$ cat src/hw/rtl/i2c_light_led_slave_controller_defines.svh
// -----------------------------------------------------------------------------
// Light sensor and LED node: shared assertion macros.
// These checks are clocked on clk and are off while rst_n is low.
// -----------------------------------------------------------------------------
`ifndef I2C_LIGHT_LED_SLAVE_CONTROLLER_DEFINES_SVH
`define I2C_LIGHT_LED_SLAVE_CONTROLLER_DEFINES_SVH

// The condition must hold at every clock edge.
`define ILLSC_ASSERT_ALWAYS(label, cond, msg) \
    label: assert property (@(posedge clk) disable iff (!rst_n) (cond)) \
        else $error(msg);

// The consequence must hold in the same cycle as the antecedent.
`define ILLSC_ASSERT_SAME(label, ante, cons, msg) \
    label: assert property (@(posedge clk) disable iff (!rst_n) (ante) |-> (cons)) \
        else $error(msg);

// The consequence must hold in the cycle after the antecedent.
`define ILLSC_ASSERT_NEXT(label, ante, cons, msg) \
    label: assert property (@(posedge clk) disable iff (!rst_n) (ante) |=> (cons)) \
        else $error(msg);

`endif

$ cat src/hw/rtl/illsc_pkg.sv
// -----------------------------------------------------------------------------
// Light sensor and LED node package
// Types, codes and constants shared by the modules of the node.
// -----------------------------------------------------------------------------
package illsc_pkg;

    localparam int AVG_SAMPLES = 40;
    localparam int SUM_W       = 18;
    localparam int AVG_W       = 12;
    localparam int COUNT_W     = $clog2(AVG_SAMPLES + 1);
    localparam int AVG_SHIFT   = 24;
    localparam int RECIP_W     = AVG_SHIFT + 1;
    localparam logic [RECIP_W-1:0] AVG_RECIP =
        RECIP_W'(((2 ** AVG_SHIFT) + AVG_SAMPLES - 1) / AVG_SAMPLES);
    localparam logic [COUNT_W-1:0] AVG_COUNT = COUNT_W'(AVG_SAMPLES);

    localparam int CFG_IDX_W  = 2;
    localparam int CFG_DATA_W = 16;

    localparam logic [CFG_IDX_W-1:0] REG_BOOT_TIMEOUT = 2'd0;
    localparam logic [CFG_IDX_W-1:0] REG_WAKE_TIMEOUT = 2'd1;
    localparam logic [CFG_IDX_W-1:0] REG_LED_COUNT    = 2'd2;
    localparam logic [CFG_IDX_W-1:0] REG_FW_VERSION   = 2'd3;

    localparam logic [15:0] BOOT_TIMEOUT_RESET = 16'd3000;
    localparam logic [15:0] WAKE_TIMEOUT_RESET = 16'd500;
    localparam logic [7:0]  LED_COUNT_RESET    = 8'd14;
    localparam logic [7:0]  FW_VERSION_RESET   = 8'd1;

    localparam logic [1:0] ACT_SAMPLE  = 2'd0;
    localparam logic [1:0] ACT_COMMAND = 2'd1;
    localparam logic [1:0] ACT_ADDRESS = 2'd2;
    localparam logic [1:0] ACT_TICK    = 2'd3;

    localparam logic [7:0] CMD_LIGHT   = 8'h00;
    localparam logic [7:0] CMD_LED     = 8'h01;
    localparam logic [7:0] CMD_STANDBY = 8'h02;
    localparam logic [7:0] CMD_VERSION = 8'hFE;

    localparam logic [7:0] MSG_LEN_FULL = 8'd5;

    localparam logic [1:0] RES_LED   = 2'd0;
    localparam logic [1:0] RES_REPLY = 2'd1;
    localparam logic [1:0] RES_STOP  = 2'd2;

    localparam logic [1:0] REPLY_LEN_NONE    = 2'd0;
    localparam logic [1:0] REPLY_LEN_VERSION = 2'd1;
    localparam logic [1:0] REPLY_LEN_LIGHT   = 2'd2;

    localparam logic [15:0] IDLE_MAX = 16'hFFFF;

    typedef struct packed {
        logic [1:0]  action;
        logic [11:0] adc_sample;
        logic [7:0]  cmd_byte;
        logic [7:0]  led_index;
        logic [7:0]  green_byte;
        logic [7:0]  red_byte;
        logic [7:0]  blue_byte;
        logic [7:0]  msg_len;
        logic        bus_busy;
    } item_t;

    typedef struct packed {
        logic [1:0]  result_kind;
        logic        led_all;
        logic [7:0]  led_target;
        logic [23:0] led_colour;
        logic [15:0] reply_data;
        logic [1:0]  reply_len;
    } result_t;

    typedef struct packed {
        logic [15:0] boot_timeout_ms;
        logic [15:0] wake_timeout_ms;
        logic [7:0]  led_count;
        logic [7:0]  firmware_version;
    } cfg_t;

endpackage

$ cat src/hw/rtl/illsc_cfg.sv
// -----------------------------------------------------------------------------
// Configuration registers
// Holds the timeouts, the LED count and the version byte.
// -----------------------------------------------------------------------------
module illsc_cfg (
    input  logic                               clk,
    input  logic                               rst_n,
    input  logic                               cfg_we,
    input  logic [illsc_pkg::CFG_IDX_W-1:0]    cfg_index,
    input  logic [illsc_pkg::CFG_DATA_W-1:0]   cfg_data,
    output illsc_pkg::cfg_t                    cfg
);
    import illsc_pkg::*;

    cfg_t cfg_reg;

    always_ff @(posedge clk or negedge rst_n)
    begin
        if (!rst_n)
        begin
            cfg_reg.boot_timeout_ms  <= BOOT_TIMEOUT_RESET;
            cfg_reg.wake_timeout_ms  <= WAKE_TIMEOUT_RESET;
            cfg_reg.led_count        <= LED_COUNT_RESET;
            cfg_reg.firmware_version <= FW_VERSION_RESET;
        end
        else if (cfg_we)
        begin
            case (cfg_index)
                REG_BOOT_TIMEOUT: cfg_reg.boot_timeout_ms  <= cfg_data;
                REG_WAKE_TIMEOUT: cfg_reg.wake_timeout_ms  <= cfg_data;
                REG_LED_COUNT:    cfg_reg.led_count        <= cfg_data[7:0];
                REG_FW_VERSION:   cfg_reg.firmware_version <= cfg_data[7:0];
                default:          ;
            endcase
        end
    end

    assign cfg = cfg_reg;

endmodule

$ cat src/hw/rtl/illsc_avg.sv
// -----------------------------------------------------------------------------
// Light sample averager
// Sums blocks of ADC samples and stores the truncated mean of each block.
// -----------------------------------------------------------------------------
`include "i2c_light_led_slave_controller_defines.svh"

module illsc_avg (
    input  logic                          clk,
    input  logic                          rst_n,
    input  logic                          sample_en,
    input  logic [11:0]                   adc_sample,
    output logic [illsc_pkg::AVG_W-1:0]   light_average
);
    import illsc_pkg::*;

    logic [SUM_W-1:0]           sum_reg;
    logic [SUM_W-1:0]           sum_next;
    logic [COUNT_W-1:0]         count_reg;
    logic [COUNT_W-1:0]         count_next;
    logic [AVG_W-1:0]           avg_reg;
    logic [SUM_W+RECIP_W-1:0]   product;
    logic                       block_done;

    assign sum_next   = sum_reg + SUM_W'(adc_sample);
    assign count_next = count_reg + COUNT_W'(1);
    assign block_done = (count_next >= AVG_COUNT);
    assign product    = (SUM_W + RECIP_W)'(sum_next) * (SUM_W + RECIP_W)'(AVG_RECIP);

    always_ff @(posedge clk or negedge rst_n)
    begin
        if (!rst_n)
        begin
            sum_reg   <= '0;
            count_reg <= '0;
            avg_reg   <= '0;
        end
        else if (sample_en)
        begin
            if (block_done)
            begin
                avg_reg   <= product[AVG_SHIFT +: AVG_W];
                sum_reg   <= '0;
                count_reg <= '0;
            end
            else
            begin
                sum_reg   <= sum_next;
                count_reg <= count_next;
            end
        end
    end

    assign light_average = avg_reg;

    `ILLSC_ASSERT_ALWAYS(a_count_below_block, count_reg < AVG_COUNT, "sample count overran block")
    `ILLSC_ASSERT_NEXT(a_block_restart, sample_en && block_done, sum_reg == '0 && count_reg == '0, "block did not restart")

endmodule

$ cat src/hw/rtl/illsc_ctrl.sv
// -----------------------------------------------------------------------------
// Command decoder and power control
// Decodes bus messages, counts idle time and requests stop mode.
// -----------------------------------------------------------------------------
`include "i2c_light_led_slave_controller_defines.svh"

module illsc_ctrl (
    input  logic                          clk,
    input  logic                          rst_n,
    input  logic                          step,
    input  illsc_pkg::item_t              item,
    input  illsc_pkg::cfg_t               cfg,
    input  logic [illsc_pkg::AVG_W-1:0]   light_average,
    output logic                          res_valid,
    output illsc_pkg::result_t            res
);
    import illsc_pkg::*;

    logic [15:0]  idle_reg;
    logic         woke_reg;
    logic         sleep_reg;
    logic [15:0]  idle_next;
    logic         sleep_next;
    logic         decoded;
    logic         produced;
    logic         stop;
    logic [15:0]  limit;
    result_t      cmd_res;

    always_comb
    begin
        idle_next = idle_reg;
        case (item.action)
            ACT_SAMPLE:  idle_next = idle_reg;
            ACT_COMMAND: idle_next = '0;
            ACT_ADDRESS: idle_next = '0;
            ACT_TICK:    idle_next = (idle_reg < IDLE_MAX) ? idle_reg + 16'd1 : idle_reg;
            default:     idle_next = idle_reg;
        endcase
    end

    assign decoded = (item.action == ACT_COMMAND) && (item.msg_len != '0);

    always_comb
    begin
        cmd_res    = '0;
        produced   = 1'b0;
        sleep_next = sleep_reg;
        if (decoded)
        begin
            case (item.cmd_byte)
                CMD_LED:
                begin
                    produced               = 1'b1;
                    cmd_res.result_kind    = RES_LED;
                    cmd_res.led_colour     = {item.red_byte, item.green_byte, item.blue_byte};
                    if ((item.led_index >= cfg.led_count) && (item.msg_len == MSG_LEN_FULL))
                    begin
                        cmd_res.led_all = 1'b1;
                    end
                    else
                    begin
                        cmd_res.led_target = item.led_index;
                    end
                end
                CMD_LIGHT:
                begin
                    produced            = 1'b1;
                    cmd_res.result_kind = RES_REPLY;
                    cmd_res.reply_data  = 16'(light_average);
                    cmd_res.reply_len   = REPLY_LEN_LIGHT;
                end
                CMD_VERSION:
                begin
                    produced            = 1'b1;
                    cmd_res.result_kind = RES_REPLY;
                    cmd_res.reply_data  = 16'(cfg.firmware_version);
                    cmd_res.reply_len   = REPLY_LEN_VERSION;
                end
                CMD_STANDBY:
                begin
                    sleep_next = 1'b1;
                end
                default:
                begin
                    produced = 1'b0;
                end
            endcase
        end
    end

    assign limit = woke_reg ? cfg.wake_timeout_ms : cfg.boot_timeout_ms;
    assign stop  = !produced && (sleep_next || (idle_next >= limit)) && !item.bus_busy;

    always_comb
    begin
        res = cmd_res;
        if (stop)
        begin
            res             = '0;
            res.result_kind = RES_STOP;
        end
    end

    assign res_valid = produced || stop;

    always_ff @(posedge clk or negedge rst_n)
    begin
        if (!rst_n)
        begin
            idle_reg  <= '0;
            woke_reg  <= 1'b0;
            sleep_reg <= 1'b0;
        end
        else if (step)
        begin
            idle_reg  <= stop ? '0 : idle_next;
            sleep_reg <= stop ? 1'b0 : sleep_next;
            woke_reg  <= woke_reg || stop;
        end
    end

    `ILLSC_ASSERT_NEXT(a_stop_clears_state, step && stop, idle_reg == '0 && !sleep_reg && woke_reg, "stop left idle state behind")
    `ILLSC_ASSERT_SAME(a_stop_needs_free_bus, stop, !item.bus_busy && !produced, "stop requested while bus busy")

endmodule

$ cat src/hw/rtl/i2c_light_led_slave_controller.sv
// -----------------------------------------------------------------------------
// Light sensor and LED node controller: top level
// An accepted item is held in the input register, then any result it gives is registered; a result stall holds both.
// Throughput: one item per cycle while result_stall is low, set by the input and result registers.
// Reset clears all control state and loads the register defaults at once.
// -----------------------------------------------------------------------------
`include "i2c_light_led_slave_controller_defines.svh"

module i2c_light_led_slave_controller (
    input  logic                               clk,
    input  logic                               rst_n,
    input  logic                               cfg_we,
    input  logic [illsc_pkg::CFG_IDX_W-1:0]    cfg_index,
    input  logic [illsc_pkg::CFG_DATA_W-1:0]   cfg_data,
    input  logic                               item_valid,
    output logic                               item_stall,
    input  illsc_pkg::item_t                   item,
    output logic                               result_valid,
    input  logic                               result_stall,
    output illsc_pkg::result_t                 result
);
    import illsc_pkg::*;

    cfg_t              cfg;
    logic              stage_valid_reg;
    item_t             stage_item_reg;
    logic              result_valid_reg;
    result_t           result_reg;
    logic              advance;
    logic              accept;
    logic              res_valid;
    result_t           res;
    logic [AVG_W-1:0]  light_average;

    assign advance    = stage_valid_reg && (!result_valid_reg || !result_stall);
    assign item_stall = stage_valid_reg && !advance;
    assign accept     = item_valid && !item_stall;

    illsc_cfg u_cfg (
        .clk       (clk),
        .rst_n     (rst_n),
        .cfg_we    (cfg_we),
        .cfg_index (cfg_index),
        .cfg_data  (cfg_data),
        .cfg       (cfg)
    );

    illsc_avg u_avg (
        .clk           (clk),
        .rst_n         (rst_n),
        .sample_en     (advance && (stage_item_reg.action == ACT_SAMPLE)),
        .adc_sample    (stage_item_reg.adc_sample),
        .light_average (light_average)
    );

    illsc_ctrl u_ctrl (
        .clk           (clk),
        .rst_n         (rst_n),
        .step          (advance),
        .item          (stage_item_reg),
        .cfg           (cfg),
        .light_average (light_average),
        .res_valid     (res_valid),
        .res           (res)
    );

    always_ff @(posedge clk or negedge rst_n)
    begin
        if (!rst_n)
        begin
            stage_valid_reg <= 1'b0;
        end
        else if (accept)
        begin
            stage_valid_reg <= 1'b1;
        end
        else if (advance)
        begin
            stage_valid_reg <= 1'b0;
        end
    end

    always_ff @(posedge clk)
    begin
        if (accept)
        begin
            stage_item_reg <= item;
        end
    end

    always_ff @(posedge clk or negedge rst_n)
    begin
        if (!rst_n)
        begin
            result_valid_reg <= 1'b0;
        end
        else if (advance && res_valid)
        begin
            result_valid_reg <= 1'b1;
        end
        else if (!result_stall)
        begin
            result_valid_reg <= 1'b0;
        end
    end

    always_ff @(posedge clk)
    begin
        if (advance && res_valid)
        begin
            result_reg <= res;
        end
    end

    assign result_valid = result_valid_reg;
    assign result       = result_reg;

    `ILLSC_ASSERT_SAME(a_stall_only_when_full, item_stall, stage_valid_reg && result_valid_reg && result_stall, "input stalled without cause")
    `ILLSC_ASSERT_SAME(a_stop_is_bare, result_valid && (result.result_kind == RES_STOP), result.led_colour == '0 && result.reply_len == REPLY_LEN_NONE && !result.led_all, "stop result carries payload")
    `ILLSC_ASSERT_SAME(a_led_no_reply, result_valid && (result.result_kind == RES_LED), result.reply_len == REPLY_LEN_NONE && result.reply_data == '0, "LED update carries reply")

endmodule
$ cat config.mk
export PLATFORM = sky130hd
export DESIGN_NAME = i2c_light_led_slave_controller
export DESIGN_NICKNAME = d
export VERILOG_FILES = /design/src/hw/rtl/illsc_pkg.sv /design/src/hw/rtl/illsc_cfg.sv /design/src/hw/rtl/illsc_avg.sv /design/src/hw/rtl/illsc_ctrl.sv /design/src/hw/rtl/i2c_light_led_slave_controller.sv
export VERILOG_INCLUDE_DIRS = /design/src /design/src/hw/rtl
export SDC_FILE = /design/constraint.sdc
export NUM_CORES = 1
export LEC_CHECK = 0
export BUFFER_PORTS_ARGS = -buffer_cell sky130_fd_sc_hd__buf_2
export CORE_ASPECT_RATIO = 1.4
export CORE_MARGIN = 4
export CORE_UTILIZATION = 50
export DETAILED_ROUTE_END_ITERATION = 10
export GPL_TIMING_DRIVEN = 0
export PLACE_DENSITY_LB_ADDON = 0.3
export SLEW_MARGIN = 20
export SYNTH_ARGS = -nofsm -noshare
export SYNTH_HDL_FRONTEND = slang
export SYNTH_SLANG_ARGS = --single-unit
$ cat constraint.sdc
create_clock -name clk -period 15.8 [get_ports clk]
set_clock_uncertainty 0.05 [all_clocks]
set_input_delay 1.58 -clock clk [delete_from_list [all_inputs] [get_ports clk]]
set_output_delay 1.58 -clock clk [all_outputs]
set_load 0.05 [all_outputs]
==> flow_summary.toml, run 1 <==
[status]
status = "finished clean"

[min_path]
hold_class = "reg2reg"
min_to = "u_avg.light_average[3]"
hold_start = "u_avg.light_average[3]"
min_path_cells = 2

[placed_design]
postPlaceCellArea_mm2 = 0.0164
portBuffers = 136
dpl.hpwl_um = 26800
gp_congestion = 0.878

[worst_setup_path]
start_kind = "flop"
r2r-end = "u_avg.light_average[9]"
worstPathRequired_ps = 16120
regToRegSetupSlack_ps = 7370
crit_arrival_ps = 8760
critical_path_class = "reg2reg"
crit_path_end_kind = "flop"
rr_worst_depth = 27
reg2reg_from = "u_avg.sum_reg[0]"
timing.critical_path.fanout_max = 5

[clock_tree]
clock_latency_ps = 500
cts_sinks = 216
tritoncts.num_buffers = 20
clk_path_buf_depth = 3
path_clk_slew_ps = 60
tritoncts = "built"
hold_buffers = 0
postCtsSetupBuffers = 0
htree_levels = 1
ctsResizeCount = 0
root_buffer = "clkbuf_16"

[yosys]
ys_ff_latch = 216
avgSynthCellArea_um2 = 11.2
ys_warn_count = 0
yosysSeqAreaShare_pct = 39.8
synthArstFlopShare_pct = 48.1
synth.distinct_cells = 66
syn_area_mm2 = 0.0151
synth_edf_count = 112
syn_inst = 1347
synth_flop_cell = "edfxtp_1"

[global_route]
grt_pass1_vias = 10886
track_usage_pct = 20.5
overflow = 0
grt_pass1_wl_um = 54800
grt_max_degree = 76
antenna_found_initial = 0

[sta]
tns_ps = 0
maxSlewHeadroom_pct = 23.1
worst_pin_slew_ps = 1150
setup_violations = 0
grt_setup_unrepaired = "no"
drv_slew = 0
period_share_pct = 53.4
period_needed_ps = 8430
finalHoldViolCount = 0
fmax_mhz = 119

[floorplan]
die_area_mm2 = 0.0330
rows = 74
fp.dieW_um = 155
initial_utilization_pct = 51.1
coreArea_mm2 = 0.0294
ios = 141
dieHeight_um = 213

[layout]
nets = 1863
final_layout_size_suffix_gt1_share_pct = 17.0
antenna_cells = 0
postLayoutCellArea_mm2 = 0.0170
largest_reg_flops = 63
area_growth_pct = 13.0

[detailed_routing]
post_drt_wl_per_cell_um = 17.4
antenna_left = 0
dr.pass1.iters = 5
via_count = 10424
detail_route.wirelength_um = 33200
avgViaCountPerCell = 5.47
drt_iter0_markers = 490
drc = 0

[flow_run]
maxCapViolCount = 0
==> cells in the mapped netlist, types with 5 or more instances <==
| cell | number | area (um2) |
|---|---|---|
| a211oi_1 | 19 | 143 |
| a21o_1 | 20 | 150 |
| a21oi_1 | 39 | 195 |
| a22o_1 | 16 | 140 |
| a31oi_1 | 6 | 37.5 |
| and2_1 | 35 | 219 |
| and3_1 | 11 | 68.8 |
| buf_4 | 5 | 37.5 |
| clkbuf_1 | 28 | 105 |
| dfrtp_1 | 87 | 2180 |
| dfstp_2 | 17 | 447 |
| edfxtp_1 | 112 | 3360 |
| fa_1 | 102 | 2040 |
| ha_1 | 163 | 2040 |
| inv_1 | 208 | 781 |
| mux2_2 | 51 | 574 |
| mux2i_1 | 18 | 180 |
| nand2_1 | 95 | 357 |
| nand2b_1 | 8 | 50.1 |
| nand3_1 | 28 | 140 |
| nand4_1 | 18 | 113 |
| nor2_1 | 41 | 154 |
| nor3_1 | 20 | 100 |
| nor4_1 | 6 | 37.5 |
| o21a_1 | 6 | 45.0 |
| o21ai_0 | 52 | 260 |
| o21ai_1 | 6 | 30.0 |
| o31ai_1 | 11 | 82.6 |
| or2_2 | 5 | 31.3 |
| xnor2_1 | 17 | 149 |
| xor2_1 | 17 | 149 |
==> stage by stage <==
stage | cells | setup WS (ps) | hold WS (ps) | utilization [%]
final | 1906 | 7370 | 429 | 57.8
after global routing | 1906 | 6780 | 452 | 57.8
after CTS | 1906 | 7370 | 435 | 57.8
after detailed placement | 1870 | 7410 | 421 | 55.6
after global placement | 1866 | 7530 | 412 | 55.1
after floorplan | 1350 | 8530 | 399 | -
==> area by class of cell <==
class                   instances  area, um2
clock buffers                  29        576
flip-flops and latches        216       5990
clock inverters                 7       82.6
fillers                      2458      12400
well taps                     380        475
plain buffers                  40        181
inverters                     208        781
repair buffers                140        797
multi-input cells             886       8140
==> kinds of logic (layout without fill, tap and decap cells) <==
logic type      Yosys count  in the layout  share of synthesized area (%)
compound gates          221            221                           10.0
xor+xnor                 34             34                           1.98
fa+ha+maj               265            265                           27.1
buf+inv                 248            424                           6.39
flops                   216            216                           39.8
mux                      69             69                           5.01
other cells               1              4                         0.0249
simple gates            293            293                           9.75
==> cells in the final DEF (no fill, tap or decap), types with 18 or more instances in the layout <==
cell       instances
dfrtp_1           87
a21o_1            20
nor3_1            20
and2_1            34
fa_1             102
mux2_2            51
clkbuf_1          34
nand4_1           18
inv_1            208
o21ai_0           52
a21oi_1           39
nor2_1            41
buf_2            139
clkbuf_16         21
ha_1             163
mux2i_1           18
nand2_1           95
nand3_1           28
edfxtp_1         112
a211oi_1          19
==> worst max-delay path by stage <==
stage                       startpoint  slack, ps                endpoint
floorplan             u_avg.sum_reg[0]       8530  u_avg.light_average[9]
global placement      u_avg.sum_reg[0]       7530  u_avg.light_average[9]
detailed placement  stage_item_reg[49]       7410  u_avg.light_average[9]
CTS                 stage_item_reg[49]       7370  u_avg.light_average[9]
global route        stage_item_reg[49]       6780  u_avg.light_average[9]
finish                u_avg.sum_reg[0]       7370  u_avg.light_average[9]
==> critical path, stage by stage (launching register included) <==
cell and delay, ps:
dfrtp_1 340, ha_1 160, inv_1 50, fa_1 400
nor2b_1 120, o21ai_0 120, a31oi_1 300, o21ai_0 260
a21boi_0 410, xor2_1 430, ha_1 370, fa_1 530
inv_1 70, fa_1 570, fa_1 570, inv_1 60
fa_1 530, inv_1 60, fa_1 540, inv_1 50
ha_1 320, nand4_1 140, o21bai_1 110, o41ai_1 680
o21ai_0 160, a21oi_1 420, nor4_1 90, or3_1 370
==> metal layers <==
metal  wire (um)  global-route usage (%)  part of all wire [%]  vias to the layer above
met1       12500                    24.3                    38                     5091
met5           0                       0                     0                        -
li1            -                       -                     -                     4985
met4        1400                    9.20                   4.2                        0
met2       17800                    38.0                    54                      272
met3        1440                    1.92                   4.3                       76
Power of run 1 is left out: the tool's default activity adds up to more than one toggle a clock period on the data nets, which glitch-free logic cannot reach.
==> run 2, diff against run 1 <==
==> constraint.sdc (replaced) <==
create_clock -name clk -period 7.2 [get_ports clk]
set_clock_uncertainty 0.05 [all_clocks]
set_input_delay 0.72 -clock clk [delete_from_list [all_inputs] [get_ports clk]]
set_output_delay 0.72 -clock clk [all_outputs]
set_load 0.05 [all_outputs]
==> run 2 against run 1 <==
The run now ends with setup timing left. Clock-buffer cell count grew 1. Non-clock buffer count grew 36. Utilization grew 3.0 points. Maximum frequency grew 17%. Final area grew 5.2%.
==> flow_summary.toml, run 2 (synthesis gave the netlist of run 1 again) <==
[sta]
drv_slew = 0
setup_violations = 1
period_needed_ps = 7220
fmax_mhz = 138
worst_pin_slew_ps = 811
worst_slack_ps = -21.5
maxSlewHeadroom_pct = 45.5
finalHoldViolCount = 0
grt_setup_unrepaired = "yes"
period_share_pct = 100

[flow_run]
maxCapViolCount = 0

[worst_setup_path]
worstPathRequired_ps = 7540
critPathBufInv = 7
regToRegSetupSlack_ps = -20
start_kind = "flop"
cpPeakStageDelay_ps = 580
crit_start = "u_avg.sum_reg[0]"
critPathSlowestCell = "fa_1"
timing.critical_path.fanout_max = 4
crit_path_end_kind = "flop"
critical_path_class = "reg2reg"
cp_common_cell = "fa_1"
path_delay_family = "adder cells"
reg2reg_from = "u_avg.sum_reg[0]"
crit_arrival_ps = 7560

[layout]
multi_input_area_mm2 = 0.00871
antenna_cells = 0
final_util_pct = 60.8
area_growth_pct = 18.9
fillerInstances = 2354
final_layout_size_suffix_gt1_share_pct = 24.6
largest_reg_flops = 63
seq_area_mm2 = 0.00599
nets = 1900
final_common_cell = "inv_1"
layout_common_cells = "inv_1 (197), ha_1 (149), buf_2 (139)"

[clock_tree]
path_clk_slew_ps = 70
tritoncts.num_buffers = 21
clock_latency_ps = 510
root_buffer = "clkbuf_16"
hold_buffers = 0
htree_levels = 1
tritoncts = "built"
cts_sinks = 216
clk_path_buf_depth = 3

[detailed_routing]
antenna_left = 0
via_count = 10693
detail_route.wirelength_um = 34800
avgViaCountPerCell = 5.50
drt_iter0_markers = 541
dr.pass1.iters = 5
post_drt_wl_per_cell_um = 17.9
drc = 0

[placed_design]
dpl.hpwl_um = 27000
gp_congestion = 0.893
portBuffers = 136

[status]
violations = "setup timing"
status = "finished with violations"

[floorplan]
rows = 74
ios = 141
die_area_mm2 = 0.0330
fp.dieW_um = 155
coreArea_mm2 = 0.0294
dieHeight_um = 213
initial_utilization_pct = 51.1

[global_route]
grt_max_degree = 71
antenna_found_initial = 0
grt_pass1_vias = 11133
grt_pass1_wl_um = 56000
track_usage_pct = 21.1
overflow = 0

[min_path]
hold_class = "in2async"
## run 2: per-layer routing
metal  routed length, um  track usage (%)
met2               19100             40.3
met5                   0                0
met1               12900             24.3
met3                1230             1.74
met4                1440             8.81
## run 2: repair_timing
action	4_1_cts	5_1_grt
endpoints found under the setup margin	12	12
buffers inserted	23	16
pin swaps	43	43
resized for setup	75	43
gates cloned	0	0
## run 2: cell type report
cell class	instances	area share, %
plain buffers	38	0.971
clock buffers	30	3.40
inverters	208	4.38
flip-flops and latches	216	33.4
well taps	380	2.66
multi-input cells	886	48.7
repair buffers	178	6.07
clock inverters	8	0.405
## run 2: final timing paths
kind	endpoint	cells after the start
setup / recovery	u_avg.light_average[4]	29
hold / removal	u_cfg.cfg[14]	1
setup reg to reg	u_avg.light_average[4]	29
hold reg to reg	u_avg.light_average[5]	2
max in group asynchronous	u_cfg.cfg[43]	2
min in group clk	stage_item_reg[42]	1
## run 2: stage by stage
stage	setup TNS [ps]	cells	hold WS [ps]	area (um2)	setup WS, ps
floorplan	0	1350	374	15100	21.5
global placement	-22120	1866	413	16200	-1100
detailed placement	-11240	1870	422	16400	-1270
CTS	0	1930	56.2	17600	3.90
global route	-1130	1944	75.6	17900	-238
finish	-21.5	1944	63.1	17900	-21.5
## run 2: worst reg2reg max path: cells and delay by family (launching register included)
family	cells	cell delay [ps]
buffers and inverters	7	660
flip-flops	1	400
AO/OA/AOI/OAI	9	1940
adder cells (fa/ha/maj)	8	3370
AND/OR/NAND/NOR	3	310
XOR/XNOR	2	390
Power of run 2 is left out for the same reason.
==> run 3, diff against run 2 <==
--- a/config.mk
+++ b/config.mk
@@ -7,12 +7,12 @@
 export NUM_CORES = 1
 export LEC_CHECK = 0
 export BUFFER_PORTS_ARGS = -buffer_cell sky130_fd_sc_hd__buf_2
-export CORE_ASPECT_RATIO = 1.4
+export CORE_ASPECT_RATIO = 1.2
 export CORE_MARGIN = 4
 export CORE_UTILIZATION = 50
 export DETAILED_ROUTE_END_ITERATION = 10
 export GPL_TIMING_DRIVEN = 0
-export PLACE_DENSITY_LB_ADDON = 0.3
+export PLACE_DENSITY_LB_ADDON = 0.2
 export SLEW_MARGIN = 20
 export SYNTH_ARGS = -nofsm -noshare
 export SYNTH_HDL_FRONTEND = slang
==> constraint.sdc (replaced) <==
create_clock -name clk -period 7.2 [get_ports clk]
set_clock_uncertainty 0.05 [all_clocks]
set_input_delay 1.8 -clock clk [delete_from_list [all_inputs] [get_ports clk]]
set_output_delay 1.8 -clock clk [all_outputs]
set_load 0.05 [all_outputs]
==> run 3 against run 2 <==
The run still ends with setup timing left. Hold slack better by 370 ps. First-iteration DRC count up 11%. Sequential cell count unchanged. Maximum frequency down 0.40%. Critical path depth down 1. Final area up 0.57%.
==> flow_summary.toml, run 3 (synthesis gave the netlist of run 1 again) <==
[sta]
period_needed_ps = 7250
fmax_mhz = 138
whs_ps = 430
tns_ps = -156
grt_setup_unrepaired = "yes"
finalHoldViolCount = 0
worst_slack_ps = -50.8
drv_slew = 0
period_share_pct = 101
worst_pin_slew_ps = 1080
setup_violations = 5
maxSlewHeadroom_pct = 27.6

[detailed_routing]
detail_route.wirelength_um = 33900
dr.pass1.iters = 5
avgViaCountPerCell = 5.35
via_count = 10462
antenna_left = 0
drc = 0
post_drt_wl_per_cell_um = 17.4
drt_iter0_markers = 602

[clock_tree]
cts_sinks = 216
clk_path_buf_depth = 3
root_buffer = "clkbuf_16"
tritoncts = "built"
path_clk_slew_ps = 60
htree_levels = 1
clock_latency_ps = 500
tritoncts.num_buffers = 22
hold_buffers = 0

[status]
violations = "setup timing"
status = "finished with violations"

[floorplan]
ios = 141
dieHeight_um = 198
rows = 69
initial_utilization_pct = 50.7
fp.dieW_um = 166
die_area_mm2 = 0.0330
coreArea_mm2 = 0.0297

[worst_setup_path]
cpPeakStageDelay_ps = 600
critPathBufInv = 6
path_delay_family = "adder cells"
start_kind = "flop"
worst-path-stages = 28
critical_path_class = "reg2reg"
cp_common_cell = "fa_2"
crit_arrival_ps = 7640
crit_path_end_kind = "flop"
timing.critical_path.fanout_max = 3
critPathSlowestCell = "fa_1"
rr_worst_depth = 28
regToRegSetupSlack_ps = -50
r2r-end = "u_avg.light_average[11]"
worstPathRequired_ps = 7590
reg2reg_from = "u_avg.sum_reg[0]"

[min_path]
hold_start = "u_avg.light_average[0]"
hold_class = "reg2reg"
min_to = "u_avg.light_average[0]"
min_path_cells = 2

[global_route]
grt_max_degree = 79
overflow = 0
grt_pass1_vias = 10614
track_usage_pct = 20.3
grt_pass1_wl_um = 54700
antenna_found_initial = 0

[layout]
antenna_cells = 0
area_growth_pct = 19.6
layout_common_cells = "inv_1 (196), ha_1 (148), buf_2 (139)"
final_layout_size_suffix_gt1_share_pct = 25.4
largest_reg_flops = 63
nets = 1899
final_common_cell = "inv_1"

[placed_design]
gp_congestion = 0.886
pre_cts_ws_ps = -1170
dpl.hpwl_um = 26300
portBuffers = 136

[flow_run]
maxCapViolCount = 0
==> run 3: cell count changes in the layout (fill, tap and decap cells not counted), sizes merged <==
cell	previous run	this run
buf	190	188
clkbuf	56	58
clkinv	6	3
inv	209	211
bufinv	1	2
==> run 3: final cells by class <==
class | instances | area [um2]
Fill cell | 2465 | 11700
Clock buffer | 32 | 667
Clock inverter | 8 | 110
Timing Repair Buffer | 176 | 1070
Tap cell | 390 | 488
Multi-Input combinational cell | 886 | 8720
Buffer | 38 | 174
Sequential cell | 216 | 5990
Inverter | 208 | 781
==> run 3: worst register-to-register path, delay by kind of cell (launching register included) <==
family | cells | cell delay, ps
compound gates | 8 | 1310
xor+xnor | 1 | 250
fa+ha+maj | 9 | 3930
buf+inv | 6 | 640
flops | 1 | 350
simple gates | 4 | 670
==> run 3: worst max path at each step <==
stage / slack (ps) / from / end
floorplan: 20 / u_avg.sum_reg[0] / u_avg.light_average[9]
global route: -270 / u_avg.sum_reg[0] / u_avg.light_average[8]
finish: -50 / u_avg.sum_reg[0] / u_avg.light_average[11]
global placement: -1040 / u_avg.sum_reg[0] / u_avg.light_average[9]
detailed placement: -1170 / u_avg.sum_reg[0] / u_avg.light_average[9]
CTS: 10 / stage_item_reg[59] / u_avg.light_average[4]
==> run 3: metrics by stage <==
stage,utilization [%],instance area [um2],instances
5_1_grt,60.6,18000,1954
3_5_place_dp,55.2,16400,1880
4_1_cts,59.2,17600,1937
3_3_place_gp,54.7,16200,1876
6_report,60.6,18000,1954
2_1_floorplan,-,15100,1350
==> run 3: per-layer routing <==
metal / share of wire (%) / global-route usage, % / vias to the layer above
met3: 3.8 / 2.08 / 41
li1: - / - / 5047
met1: 40 / 25.6 / 5157
met5: 0 / 0 / -
met2: 54 / 38.1 / 217
met4: 1.9 / 4.33 / 0
==> run 3: timing repair <==
| item | in CTS | in global routing |
|---|---|---|
| endpoints found under the setup margin | 12 | 12 |
| endpoints found under the hold margin | 0 | 0 |
| buffers inserted | 18 | 21 |
| gates resized for setup | 57 | 78 |
| pin swaps | 25 | 60 |
Power of run 3 is left out for the same reason.
